===== config.mk =====
export PLATFORM = sky130hd
export DESIGN_NAME = descriptor_slot_allocator
export DESIGN_NICKNAME = d
export VERILOG_FILES = /design/src/design/dsa_pkg.sv /design/src/design/dsa_ctrl.sv /design/src/design/dsa_datapath.sv /design/src/design/descriptor_slot_allocator.sv
export SDC_FILE = /design/constraint.sdc
export NUM_CORES = 2
export LEC_CHECK = 0
export ABC_AREA = 1
export BUFFER_PORTS_ARGS = -buffer_cell sky130_fd_sc_hd__clkbuf_2
export CAP_MARGIN = 10
export CORE_UTILIZATION = 59
export CTS_BUF_LIST = sky130_fd_sc_hd__clkbuf_8
export CTS_CLUSTER_SIZE = 12
export DETAILED_ROUTE_END_ITERATION = 10
export GPL_ROUTABILITY_DRIVEN = 0
export PLACE_DENSITY = 0.77
export SKIP_LAST_GASP = 1
export SLEW_MARGIN = 20
export SYNTH_ARGS = -nofsm -noshare
export SYNTH_HDL_FRONTEND = slang
export SYNTH_HIERARCHICAL = 1
export SYNTH_SLANG_ARGS = --single-unit

===== constraint.sdc =====
create_clock -name clk -period 13 [get_ports clk]
set_input_delay 2.6 -clock clk [delete_from_list [all_inputs] [get_ports clk]]
set_output_delay 2.6 -clock clk [all_outputs]
set_load 0.05 [all_outputs]

===== src/design/dsa_pkg.sv =====
// Package for the descriptor slot allocator: widths, opcodes, status codes,
// controller states and the command and status bundles between controller and datapath.
// Used by every module of the block; depends on nothing.
`default_nettype none

package dsa_pkg;

  // Default number of slots in the busy map.
  localparam int MAX_SLOTS_DEF = 1024;

  // Busy map word organization.
  localparam int WORD_W = 32;
  localparam int BIT_W  = $clog2(WORD_W);

  // Field widths.
  localparam int CAP_W      = 11;
  localparam int HS_W       = 13;
  localparam int ADDR_W     = 64;
  localparam int SLOT_NUM_W = 10;
  localparam int OPCODE_W   = 2;
  localparam int STATUS_W   = 3;

  // Configuration port.
  localparam int PDATA_W = 64;
  localparam int PADDR_W = 5;

  typedef enum logic [OPCODE_W-1:0] {
    OP_ALLOC  = 2'd0,
    OP_FREE   = 2'd1,
    OP_RESET  = 2'd2,
    OP_LOOKUP = 2'd3
  } op_t;

  typedef enum logic [STATUS_W-1:0] {
    STAT_OK      = 3'd0,
    STAT_NOINIT  = 3'd1,
    STAT_FULL    = 3'd2,
    STAT_BADIDX  = 3'd3,
    STAT_ALREADY = 3'd4
  } status_t;

  typedef enum logic [1:0] {
    REG_CAPACITY    = 2'd0,
    REG_HANDLE_SIZE = 2'd1,
    REG_CPU_BASE    = 2'd2,
    REG_GPU_BASE    = 2'd3
  } reg_idx_t;

  typedef enum logic [3:0] {
    S_CLEAR,
    S_IDLE,
    S_DECIDE,
    S_FETCH,
    S_SCAN,
    S_CHECK,
    S_WIPE,
    S_MUL,
    S_DONE
  } state_t;

  // Commands from the controller to the datapath.
  typedef struct packed {
    logic    latch;
    logic    rd;
    logic    scan_init;
    logic    scan_step;
    logic    alloc_commit;
    logic    free_commit;
    logic    take_idx;
    logic    clr_start;
    logic    clr_write;
    logic    counts_reset;
    logic    mul;
    logic    set_res;
    status_t res_code;
    logic    res_addr;
    logic    load_out;
  } dsa_cmd_t;

  // Status from the datapath to the controller.
  typedef struct packed {
    op_t  op;
    logic cap_zero;
    logic busy_full;
    logic idx_bad;
    logic found;
    logic scan_end;
    logic bit_busy;
    logic clr_last;
    logic out_blocked;
  } dsa_stat_t;

  // Position of the lowest set bit of a busy map word (0 when none is set).
  function automatic logic [BIT_W-1:0] lowest_set(input logic [WORD_W-1:0] w);
    logic [BIT_W-1:0] pos;
    pos = '0;
    for (int i = WORD_W - 1; i >= 0; i--) begin
      if (w[i]) begin
        pos = BIT_W'(i);
      end
    end
    return pos;
  endfunction

endpackage

`default_nettype wire


===== src/design/dsa_ctrl.sv =====
// Controller state machine of the descriptor slot allocator.
// Depends on dsa_pkg; drives the datapath through dsa_cmd_t and reads dsa_stat_t.
`default_nettype none

module dsa_ctrl (
  input  logic               clk,
  input  logic               rst,
  input  logic               req_valid,
  output logic               req_ready,
  input  dsa_pkg::dsa_stat_t stat,
  output dsa_pkg::dsa_cmd_t  cmd
);

  dsa_pkg::state_t state, state_next;

  // State register; reset starts the clearing pass over the busy map.
  always_ff @(posedge clk) begin
    if (rst) begin
      state <= dsa_pkg::S_CLEAR;
    end else begin
      state <= state_next;
    end
  end

  // Next state and commands.
  always_comb begin
    state_next   = state;
    cmd          = '0;
    cmd.res_code = dsa_pkg::STAT_OK;
    req_ready    = 1'b0;
    unique case (state)
      dsa_pkg::S_CLEAR: begin
        cmd.clr_write = 1'b1;
        if (stat.clr_last) begin
          state_next = dsa_pkg::S_IDLE;
        end
      end
      dsa_pkg::S_IDLE: begin
        req_ready = 1'b1;
        if (req_valid) begin
          cmd.latch  = 1'b1;
          state_next = dsa_pkg::S_DECIDE;
        end
      end
      dsa_pkg::S_DECIDE: begin
        if (stat.cap_zero) begin
          cmd.set_res  = 1'b1;
          cmd.res_code = dsa_pkg::STAT_NOINIT;
          state_next   = dsa_pkg::S_DONE;
        end else begin
          unique case (stat.op)
            dsa_pkg::OP_ALLOC: begin
              if (stat.busy_full) begin
                cmd.set_res  = 1'b1;
                cmd.res_code = dsa_pkg::STAT_FULL;
                state_next   = dsa_pkg::S_DONE;
              end else begin
                cmd.scan_init = 1'b1;
                state_next    = dsa_pkg::S_FETCH;
              end
            end
            dsa_pkg::OP_FREE: begin
              if (stat.idx_bad) begin
                cmd.set_res  = 1'b1;
                cmd.res_code = dsa_pkg::STAT_BADIDX;
                state_next   = dsa_pkg::S_DONE;
              end else begin
                state_next = dsa_pkg::S_FETCH;
              end
            end
            dsa_pkg::OP_RESET: begin
              cmd.clr_start = 1'b1;
              state_next    = dsa_pkg::S_WIPE;
            end
            dsa_pkg::OP_LOOKUP: begin
              cmd.set_res = 1'b1;
              if (stat.idx_bad) begin
                cmd.res_code = dsa_pkg::STAT_BADIDX;
                state_next   = dsa_pkg::S_DONE;
              end else begin
                cmd.take_idx = 1'b1;
                cmd.res_addr = 1'b1;
                state_next   = dsa_pkg::S_MUL;
              end
            end
            default: state_next = dsa_pkg::S_DONE;
          endcase
        end
      end
      dsa_pkg::S_FETCH: begin
        cmd.rd = 1'b1;
        state_next = (stat.op == dsa_pkg::OP_FREE) ? dsa_pkg::S_CHECK : dsa_pkg::S_SCAN;
      end
      dsa_pkg::S_SCAN: begin
        if (stat.found) begin
          cmd.alloc_commit = 1'b1;
          cmd.set_res      = 1'b1;
          cmd.res_addr     = 1'b1;
          state_next       = dsa_pkg::S_MUL;
        end else if (stat.scan_end) begin
          cmd.set_res  = 1'b1;
          cmd.res_code = dsa_pkg::STAT_FULL;
          state_next   = dsa_pkg::S_DONE;
        end else begin
          cmd.scan_step = 1'b1;
          state_next    = dsa_pkg::S_FETCH;
        end
      end
      dsa_pkg::S_CHECK: begin
        cmd.set_res = 1'b1;
        if (stat.bit_busy) begin
          cmd.free_commit = 1'b1;
          cmd.res_addr    = 1'b1;
          state_next      = dsa_pkg::S_MUL;
        end else begin
          cmd.res_code = dsa_pkg::STAT_ALREADY;
          state_next   = dsa_pkg::S_DONE;
        end
      end
      dsa_pkg::S_WIPE: begin
        cmd.clr_write = 1'b1;
        if (stat.clr_last) begin
          cmd.counts_reset = 1'b1;
          state_next       = dsa_pkg::S_DONE;
        end
      end
      dsa_pkg::S_MUL: begin
        cmd.mul    = 1'b1;
        state_next = dsa_pkg::S_DONE;
      end
      dsa_pkg::S_DONE: begin
        if (!stat.out_blocked) begin
          cmd.load_out = 1'b1;
          state_next   = dsa_pkg::S_IDLE;
        end
      end
      default: state_next = dsa_pkg::S_IDLE;
    endcase
  end

endmodule

`default_nettype wire


===== src/design/dsa_datapath.sv =====
// Datapath of the descriptor slot allocator: busy map memory, word scan, counters,
// address multiplier and the result register. Depends on dsa_pkg; driven by dsa_ctrl.
`default_nettype none

module dsa_datapath #(
  parameter int MAX_SLOTS = dsa_pkg::MAX_SLOTS_DEF
) (
  input  logic                              clk,
  input  logic                              rst,
  input  dsa_pkg::dsa_cmd_t                 cmd,
  output dsa_pkg::dsa_stat_t                stat,
  input  logic [dsa_pkg::OPCODE_W-1:0]      opcode,
  input  logic [dsa_pkg::SLOT_NUM_W-1:0]    slot_number,
  input  logic [dsa_pkg::CAP_W-1:0]         capacity,
  input  logic [dsa_pkg::HS_W-1:0]          handle_size,
  input  logic [dsa_pkg::ADDR_W-1:0]        cpu_base,
  input  logic [dsa_pkg::ADDR_W-1:0]        gpu_base,
  output logic                              rsp_valid,
  input  logic                              rsp_ready,
  output logic [dsa_pkg::STATUS_W-1:0]      status,
  output logic [dsa_pkg::SLOT_NUM_W-1:0]    granted_slot,
  output logic [dsa_pkg::ADDR_W-1:0]        cpu_address,
  output logic [dsa_pkg::ADDR_W-1:0]        gpu_address,
  output logic [dsa_pkg::CAP_W-1:0]         used_count,
  output logic [dsa_pkg::CAP_W-1:0]         free_count
);

  localparam int WORD_W    = dsa_pkg::WORD_W;
  localparam int BIT_W     = dsa_pkg::BIT_W;
  localparam int CAP_W     = dsa_pkg::CAP_W;
  localparam int NUM_WORDS = (MAX_SLOTS + WORD_W - 1) / WORD_W;
  localparam int WADDR_W   = (NUM_WORDS > 1) ? $clog2(NUM_WORDS) : 1;
  localparam int SW        = WADDR_W + BIT_W;
  localparam int CW        = (SW > CAP_W) ? SW : CAP_W;
  localparam int PW        = SW + dsa_pkg::HS_W;
  localparam logic [BIT_W-1:0]   BIT_MAX   = BIT_W'(WORD_W - 1);
  localparam logic [WADDR_W-1:0] LAST_WORD = WADDR_W'(NUM_WORDS - 1);

  // Busy map, one bit per slot, WORD_W slots per word.
  logic [WORD_W-1:0] busy_mem [NUM_WORDS];
  logic [WORD_W-1:0] rd_data;

  // Allocator state.
  logic [CAP_W-1:0]   busy_total;
  logic [SW-1:0]      search_start;

  // Request and working registers.
  dsa_pkg::op_t                 op_q;
  logic [dsa_pkg::SLOT_NUM_W-1:0] idx_q;
  logic [WADDR_W-1:0]           scan_w;
  logic                         wrapped;
  logic [WADDR_W-1:0]           clr_addr;
  logic [SW-1:0]                res_slot;
  dsa_pkg::status_t             res_code;
  logic                         res_addr;
  logic [PW-1:0]                prod;

  // Derived values.
  logic [CAP_W-1:0]   cap;
  logic [CW-1:0]      cap_ext;
  logic [SW-1:0]      start_slot;
  logic [SW-1:0]      last_slot;
  logic [WADDR_W-1:0] start_w;
  logic [WADDR_W-1:0] last_w;
  logic [SW-1:0]      idx_slot;
  logic [WADDR_W-1:0] idx_w;
  logic [BIT_W-1:0]   lo_bit;
  logic [BIT_W-1:0]   hi_bit;
  logic [WORD_W-1:0]  scan_mask;
  logic [WORD_W-1:0]  cand;
  logic [BIT_W-1:0]   fbit;
  logic [SW-1:0]      found_slot;
  logic [SW-1:0]      found_next;
  logic               mem_we;
  logic [WADDR_W-1:0] wr_addr;
  logic [WORD_W-1:0]  wr_data;
  logic [WADDR_W-1:0] rd_addr;

  // Effective capacity and scan window.
  always_comb begin
    cap        = (32'(capacity) > 32'(MAX_SLOTS)) ? CAP_W'(MAX_SLOTS) : capacity;
    cap_ext    = CW'(cap);
    start_slot = (CW'(search_start) < cap_ext) ? search_start : '0;
    last_slot  = SW'(cap - CAP_W'(1));
    start_w    = start_slot[SW-1:BIT_W];
    last_w     = last_slot[SW-1:BIT_W];
    idx_slot   = SW'(idx_q);
    idx_w      = idx_slot[SW-1:BIT_W];
  end

  // Free-slot search within the word just read.
  always_comb begin
    lo_bit     = (!wrapped && scan_w == start_w) ? start_slot[BIT_W-1:0] : '0;
    hi_bit     = (scan_w == last_w) ? last_slot[BIT_W-1:0] : BIT_MAX;
    scan_mask  = ({WORD_W{1'b1}} << lo_bit) & ({WORD_W{1'b1}} >> (BIT_MAX - hi_bit));
    cand       = ~rd_data & scan_mask;
    fbit       = dsa_pkg::lowest_set(cand);
    found_slot = {scan_w, fbit};
    found_next = ((CW'(found_slot) + CW'(1)) < cap_ext) ? found_slot + SW'(1) : '0;
  end

  // Status toward the controller.
  always_comb begin
    stat.op          = op_q;
    stat.cap_zero    = (cap == '0);
    stat.busy_full   = (busy_total >= cap);
    stat.idx_bad     = (CW'(idx_q) >= cap_ext);
    stat.found       = |cand;
    stat.scan_end    = wrapped && (scan_w == start_w || scan_w == last_w);
    stat.bit_busy    = rd_data[idx_slot[BIT_W-1:0]];
    stat.clr_last    = (clr_addr == LAST_WORD);
    stat.out_blocked = rsp_valid && !rsp_ready;
  end

  // Busy map port muxing.
  always_comb begin
    mem_we  = cmd.clr_write || cmd.alloc_commit || cmd.free_commit;
    rd_addr = (op_q == dsa_pkg::OP_FREE) ? idx_w : scan_w;
    if (cmd.clr_write) begin
      wr_addr = clr_addr;
      wr_data = '0;
    end else if (cmd.alloc_commit) begin
      wr_addr = scan_w;
      wr_data = rd_data | (WORD_W'(1) << fbit);
    end else begin
      wr_addr = idx_w;
      wr_data = rd_data & ~(WORD_W'(1) << idx_slot[BIT_W-1:0]);
    end
  end

  // Busy map memory with registered read.
  always_ff @(posedge clk) begin
    if (mem_we) begin
      busy_mem[wr_addr] <= wr_data;
    end
    if (cmd.rd) begin
      rd_data <= busy_mem[rd_addr];
    end
  end

  // Control state: counters, pointers and the result valid flag.
  always_ff @(posedge clk) begin
    if (rst) begin
      busy_total   <= '0;
      search_start <= '0;
      clr_addr     <= '0;
      rsp_valid    <= 1'b0;
    end else begin
      if (cmd.clr_start) begin
        clr_addr <= '0;
      end else if (cmd.clr_write && !stat.clr_last) begin
        clr_addr <= clr_addr + WADDR_W'(1);
      end
      if (cmd.counts_reset) begin
        busy_total   <= '0;
        search_start <= '0;
      end else if (cmd.alloc_commit) begin
        busy_total   <= busy_total + CAP_W'(1);
        search_start <= found_next;
      end else if (cmd.free_commit) begin
        if (busy_total != '0) begin
          busy_total <= busy_total - CAP_W'(1);
        end
        if (CW'(idx_slot) < CW'(search_start)) begin
          search_start <= idx_slot;
        end
      end
      if (cmd.load_out) begin
        rsp_valid <= 1'b1;
      end else if (rsp_ready) begin
        rsp_valid <= 1'b0;
      end
    end
  end

  // Request capture, scan position, result slot and address product.
  always_ff @(posedge clk) begin
    if (cmd.latch) begin
      op_q     <= dsa_pkg::op_t'(opcode);
      idx_q    <= slot_number;
      res_slot <= '0;
      res_code <= dsa_pkg::STAT_OK;
      res_addr <= 1'b0;
    end
    if (cmd.scan_init) begin
      scan_w  <= start_w;
      wrapped <= 1'b0;
    end else if (cmd.scan_step) begin
      if (scan_w == last_w) begin
        scan_w  <= '0;
        wrapped <= 1'b1;
      end else begin
        scan_w <= scan_w + WADDR_W'(1);
      end
    end
    if (cmd.set_res) begin
      res_code <= cmd.res_code;
      res_addr <= cmd.res_addr;
    end
    if (cmd.alloc_commit) begin
      res_slot <= found_slot;
    end else if (cmd.free_commit || cmd.take_idx) begin
      res_slot <= idx_slot;
    end
    if (cmd.mul) begin
      prod <= PW'(res_slot) * PW'(handle_size);
    end
  end

  // Result register.
  always_ff @(posedge clk) begin
    if (cmd.load_out) begin
      status       <= res_code;
      granted_slot <= dsa_pkg::SLOT_NUM_W'(res_slot);
      cpu_address  <= res_addr ? cpu_base + dsa_pkg::ADDR_W'(prod) : '0;
      gpu_address  <= res_addr ? gpu_base + dsa_pkg::ADDR_W'(prod) : '0;
      used_count   <= busy_total;
      free_count   <= (cap > busy_total) ? cap - busy_total : '0;
    end
  end

  // The allocated count can never exceed the number of map bits.
  assert property (@(posedge clk) disable iff (rst) 32'(busy_total) <= 32'(MAX_SLOTS))
    else $error("busy_total exceeds the busy map size");

  // An allocation always grants a slot inside the effective capacity.
  assert property (@(posedge clk) disable iff (rst) cmd.alloc_commit |-> CW'(found_slot) < cap_ext)
    else $error("allocation granted a slot beyond capacity");

  // An allocation raises the count by exactly one.
  assert property (@(posedge clk) disable iff (rst)
    cmd.alloc_commit |=> busy_total == $past(busy_total) + CAP_W'(1))
    else $error("busy_total did not follow an allocation");

  // A failed request reports slot zero.
  assert property (@(posedge clk) disable iff (rst)
    rsp_valid && status != dsa_pkg::STAT_OK |-> granted_slot == '0)
    else $error("failed request reports a nonzero slot");

endmodule

`default_nettype wire


===== src/design/descriptor_slot_allocator.sv =====
// Descriptor slot allocator. Takes one request (allocate, free, reset all, lookup) per
// transaction and returns one result holding status, slot, CPU and GPU addresses and the
// used and free counts. After reset the block clears its busy map, one 32-slot word per
// cycle, and takes no request until done. A lookup multiplies the slot by the handle
// size for the addresses. A request that fails on the first check (not initialized, bad
// index, count already at capacity) goes straight to the result. A free reads the word
// of its slot and checks the bit; a successful free then computes the addresses. An
// allocate runs a next-fit scan that reads the busy map one 32-slot word at a time, each
// word fetched and then searched, and computes the addresses for the slot it finds. A
// reset-all clears the whole busy map, one word per cycle.
// One request is in work at a time; the next is taken while the previous result still
// waits in the output register.
// Depends on dsa_pkg, dsa_ctrl and dsa_datapath.
`default_nettype none

module descriptor_slot_allocator #(
  parameter int MAX_SLOTS = dsa_pkg::MAX_SLOTS_DEF
) (
  input  logic                              clk,
  input  logic                              rst,
  // Configuration port.
  input  logic                              psel,
  input  logic                              penable,
  input  logic                              pwrite,
  input  logic [dsa_pkg::PADDR_W-1:0]       paddr,
  input  logic [dsa_pkg::PDATA_W-1:0]       pwdata,
  output logic [dsa_pkg::PDATA_W-1:0]       prdata,
  output logic                              pready,
  // Request channel.
  input  logic                              req_valid,
  output logic                              req_ready,
  input  logic [dsa_pkg::OPCODE_W-1:0]      opcode,
  input  logic [dsa_pkg::SLOT_NUM_W-1:0]    slot_number,
  // Result channel.
  output logic                              rsp_valid,
  input  logic                              rsp_ready,
  output logic [dsa_pkg::STATUS_W-1:0]      status,
  output logic [dsa_pkg::SLOT_NUM_W-1:0]    granted_slot,
  output logic [dsa_pkg::ADDR_W-1:0]        cpu_address,
  output logic [dsa_pkg::ADDR_W-1:0]        gpu_address,
  output logic [dsa_pkg::CAP_W-1:0]         used_count,
  output logic [dsa_pkg::CAP_W-1:0]         free_count
);

  logic [dsa_pkg::CAP_W-1:0]  capacity;
  logic [dsa_pkg::HS_W-1:0]   handle_size;
  logic [dsa_pkg::ADDR_W-1:0] cpu_base;
  logic [dsa_pkg::ADDR_W-1:0] gpu_base;
  dsa_pkg::reg_idx_t          reg_idx;
  logic                       cfg_we;

  dsa_pkg::dsa_cmd_t  cmd;
  dsa_pkg::dsa_stat_t stat;

  // Register decode; registers sit on 8-byte boundaries.
  assign pready  = 1'b1;
  assign reg_idx = dsa_pkg::reg_idx_t'(paddr[dsa_pkg::PADDR_W-1:3]);
  assign cfg_we  = psel && penable && pwrite && pready;

  // Configuration registers.
  always_ff @(posedge clk) begin
    if (rst) begin
      capacity    <= '0;
      handle_size <= '0;
      cpu_base    <= '0;
      gpu_base    <= '0;
    end else if (cfg_we) begin
      unique case (reg_idx)
        dsa_pkg::REG_CAPACITY:    capacity    <= pwdata[dsa_pkg::CAP_W-1:0];
        dsa_pkg::REG_HANDLE_SIZE: handle_size <= pwdata[dsa_pkg::HS_W-1:0];
        dsa_pkg::REG_CPU_BASE:    cpu_base    <= pwdata;
        dsa_pkg::REG_GPU_BASE:    gpu_base    <= pwdata;
        default: ;
      endcase
    end
  end

  // Register read back.
  always_comb begin
    unique case (reg_idx)
      dsa_pkg::REG_CAPACITY:    prdata = dsa_pkg::PDATA_W'(capacity);
      dsa_pkg::REG_HANDLE_SIZE: prdata = dsa_pkg::PDATA_W'(handle_size);
      dsa_pkg::REG_CPU_BASE:    prdata = cpu_base;
      dsa_pkg::REG_GPU_BASE:    prdata = gpu_base;
      default:                  prdata = '0;
    endcase
  end

  // Sequencing.
  dsa_ctrl u_ctrl (
    .clk       (clk),
    .rst       (rst),
    .req_valid (req_valid),
    .req_ready (req_ready),
    .stat      (stat),
    .cmd       (cmd)
  );

  // Busy map, counters and result.
  dsa_datapath #(
    .MAX_SLOTS (MAX_SLOTS)
  ) u_datapath (
    .clk          (clk),
    .rst          (rst),
    .cmd          (cmd),
    .stat         (stat),
    .opcode       (opcode),
    .slot_number  (slot_number),
    .capacity     (capacity),
    .handle_size  (handle_size),
    .cpu_base     (cpu_base),
    .gpu_base     (gpu_base),
    .rsp_valid    (rsp_valid),
    .rsp_ready    (rsp_ready),
    .status       (status),
    .granted_slot (granted_slot),
    .cpu_address  (cpu_address),
    .gpu_address  (gpu_address),
    .used_count   (used_count),
    .free_count   (free_count)
  );

endmodule

`default_nettype wire


==> flow_metrics.py <==
metrics = {
    "worst_setup_path": {
        "r2r_start": "capacity[0]",
        "critPathLaunch": "capacity[0]",
        "path_class": "reg2reg",
        "max_stage_delay_ns": 0.68,
        "r2r_cells": 29,
        "timing.critical_path.mode_cell": "nand2_1",
        "crit_required_ns": 13.52,
        "rrSetupSlack_ns": 4.47,
        "r2r-end": "u_datapath/busy_mem[22][3]",
        "arrival_ns": 9.06,
        "worst-path-max-fanout": 44,
        "slowest_stage": "nand3_1",
        "worst_setup_path_end_kind": "flop",
        "cp-start-kind": "flop",
    },
    "clock_tree": {
        "clockBufferDepth": 3,
        "root_buffer": "clkbuf_8",
        "tritoncts": "done",
        "path_clk_slew_ns": 0.06,
        "cts_made_buffers": 223,
        "cts_setup_buffers": 0,
        "clk-insertion-delay-late_ns": 0.94,
        "cts.htree.levels": 4,
        "cts.sinks": 1457,
        "cts.hold.buffers_added": 0,
        "post_cts_resized": 0,
    },
    "detailed_routing": {
        "drtAntennaViolNets": 0,
        "routed-wl-met3_um": 22250,
        "first_pass_iters": 11,
        "wl_met1_um": 72510,
        "top_layer_used": "met4",
        "wirelength_um": 197500,
        "viasPerCell": 6.271,
        "wl_per_cell_um": 23.04,
        "wl_met2_um": 91650,
        "drt_iter0_markers": 7341,
        "drc": 2,
        "vias": 53760,
    },
    "grt": {
        "grt_use_total_pct": 32.56,
        "grt_max_degree": 200,
        "grt_pass1_vias": 50830,
        "gr-total-overflow": 0,
        "grt_antenna_before_repair": 1,
        "grt_pass1_wl_um": 294400,
    },
    "yosys": {
        "synth_top_cell_area_share_pct": 55.10,
        "yosys_warnings": 6,
        "synth.avg_cell_area_um2": 10.54,
        "synth_top_cells_by_area": "edfxtp_1 (55%), nor2_1 (5.7%), dfxtp_1 (5.3%), o21ai_0 (5.0%), nand2_1 (4.0%)",
        "synth_edf_count": 1273,
        "async_flop_share_pct": 0,
        "synth_nets": 6935,
        "synth.most_common_cell": "edfxtp_1",
        "ys_seq_area_share_pct": 60.40,
        "synth_cell_types": 79,
        "syn_area_mm2": 0.06938,
        "synth_common_cells": "edfxtp_1 (1273), nor2_1 (1046), nand2_1 (741)",
        "ys_ff_latch": 1457,
        "syn-instance-count": 6585,
        "yosys.area.top_type": "edfxtp_1",
        "synth_ff_type": "edfxtp_1",
    },
    "placement": {
        "dp_slack_ns": 4.685,
        "hpwlAfterDp_um": 118100,
        "io_buffers": 313,
        "dp_cells": 8162,
    },
    "sta": {
        "hold-worst-slack_ns": 0.4900,
        "finClkSkew_ns": 0.07533,
        "finalMaxSlewViolations": 0,
        "period_needed_ns": 8.532,
        "finalSetupTns_ns": 0,
        "fin_crit_sh_pct": 65.63,
        "rsz0062_at_grt": "no",
        "tightest_slew_ns": 1.126,
        "max_slew_margin_pct": 24.47,
        "hold_viol": 0,
        "max_freq_mhz": 117.2,
        "setup_viol": 0,
        "finalWorstSetupSlack_ns": 4.468,
    },
    "outcome": {
        "failed_checks": "design-rule violations",
        "status": "complete, but fails checks",
    },
    "die": {
        "start_util_pct": 59.63,
        "core-area_mm2": 0.1164,
        "dieArea_mm2": 0.1190,
        "fp.dieW_um": 344.9,
        "boundaryPins": 318,
        "rows": 125,
        "die-height_um": 344.9,
    },
    "cells_and_area": {
        "area_growth_pct": 10.74,
        "drive_gt1_share_pct": 12.84,
        "final_nets": 7213,
        "layout.cells.non_filler": 8573,
    },
    "power_and_ir_drop": {
        "leakage_nw": 28.89,
        "power.density_mw_per_mm2": 135.8,
        "ir_worst_vdd_mv": 0.1087,
    },
    "min_path": {
        "hold_depth": 2,
        "min_from": "u_datapath/clr_addr[4]",
        "holdPathEnd": "u_datapath/clr_addr[4]",
        "hold_class": "reg2reg",
    },
    "run": {
        "maxCapViolations": 0,
    },
}
[critical path, delay by kind of cell, from the launching register on]
family | cells | cell delay, ns
adder cells (fa/ha/maj) | 1 | 0.37
buffers and inverters | 5 | 1.78
AND/OR/NAND/NOR | 18 | 4.39
AO/OA/AOI/OAI | 5 | 1.18
flip-flops | 1 | 0.38
[metal layers]
| metal | track usage (%) | up-vias |
|---|---|---|
| li1 | - | 23990 |
| met1 | 41.98 | 25590 |
| met5 | 0 | - |
| met2 | 52.23 | 3457 |
| met3 | 6.547 | 723 |
| met4 | 17.20 | 0 |
[layout make-up]
cell class	count	area, µm²
Fill cell	8759	39530
Sequential cell	1457	41910
Multi-Input combinational cell	4187	24250
Clock buffer	234	3221
Antenna cell	2	5.005
Timing Repair Buffer	419	2445
Tap cell	1524	1907
Clock inverter	175	917.1
Inverter	575	2186
[placed cells by master (no fill, tap or decap), drive strengths merged, types with 4 or more instances in the layout]
master    count
o21bai        8
o21a         20
nor2       1070
nor3b         8
dfxtp       184
clkinvlp      6
ha          172
a22o         51
a31oi        66
a211oi       15
a221oi       20
nand4        72
a311oi        7
o22ai        61
edfxtp     1273
clkinv       86
o211a         7
clkbuf      547
o211ai       51
nor3         82
xor2         34
o21ai       709
o2111ai       7
nand3       325
nand2       757
buf         106
o221ai      208
a21oi       263
nor4         29
xnor2        12
fa           90
or2          12
inv         655
o311ai        4
[power breakdown]
part | total (mW) | internal [mW] | leakage, nW | switching (mW)
clock | 3.53 | 1.74 | 2.40 | 1.80
combinational | 1.30 | 0.289 | 13.3 | 1.01
sequential | 5.60 | 5.50 | 13.2 | 0.104
total | 10.4 | 7.52 | 28.9 | 2.91
[kinds of logic (layout without fill, tap and decap cells)]
group,count (synthesis),in the layout,synth area share [%]
AND/OR/NAND/NOR,2364,2364,14.53
AO/OA/AOI/OAI,1513,1513,13.36
flip-flops,1457,1457,60.40
buffers and inverters,941,1403,5.406
adder cells (fa/ha/maj),262,262,5.699
XOR/XNOR,46,46,0.5807
other,1,3,0.005405
multiplexers,1,1,0.01623
[worst max path at each step]
stage | slack [ns] | endpoint | cells after the start
finish | 4.47 | u_datapath/busy_mem[22][3] | 29
global route | 3.86 | u_datapath/busy_mem[22][7] | 29
CTS | 4.67 | u_datapath/busy_mem[22][3] | 29
detailed placement | 4.69 | u_datapath/busy_mem[22][13] | 29
global placement | 4.87 | u_datapath/busy_mem[22][29] | 29
floorplan | 2.87 | u_datapath/cpu_address[0] | 2
[sequential cells by signal, indices dropped and copies added (netlist names), 3 cells and up]
signal,count
gpu_base,64
capacity,11
u_datapath/busy_total,11
u_datapath/free_count,11
u_datapath/gpu_address,64
u_datapath/scan_w,5
u_datapath/cpu_address,64
u_datapath/res_slot,10
u_datapath/status,3
u_datapath/clr_addr,5
u_datapath/res_code,3
u_datapath/busy_mem,1024
u_datapath/used_count,11
u_ctrl/state,4
u_datapath/idx_q,10
handle_size,13
u_datapath/search_start,10
u_datapath/granted_slot,10
u_datapath/rd_data,32
u_datapath/prod,23
cpu_base,64
[metrics by stage]
stage / utilization (%) / total power [mW] / area (µm²)
3_5_place_dp: 62.46 / 6.962 / 72680
6_report: 66.03 / 10.43 / 76840
4_1_cts: 66.02 / 10.44 / 76820
3_3_place_gp: 62.45 / 6.909 / 72660
5_1_grt: 66.03 / 10.76 / 76840
2_1_floorplan: - / 6.413 / 69380
Power figures use the tool's default switching activity.
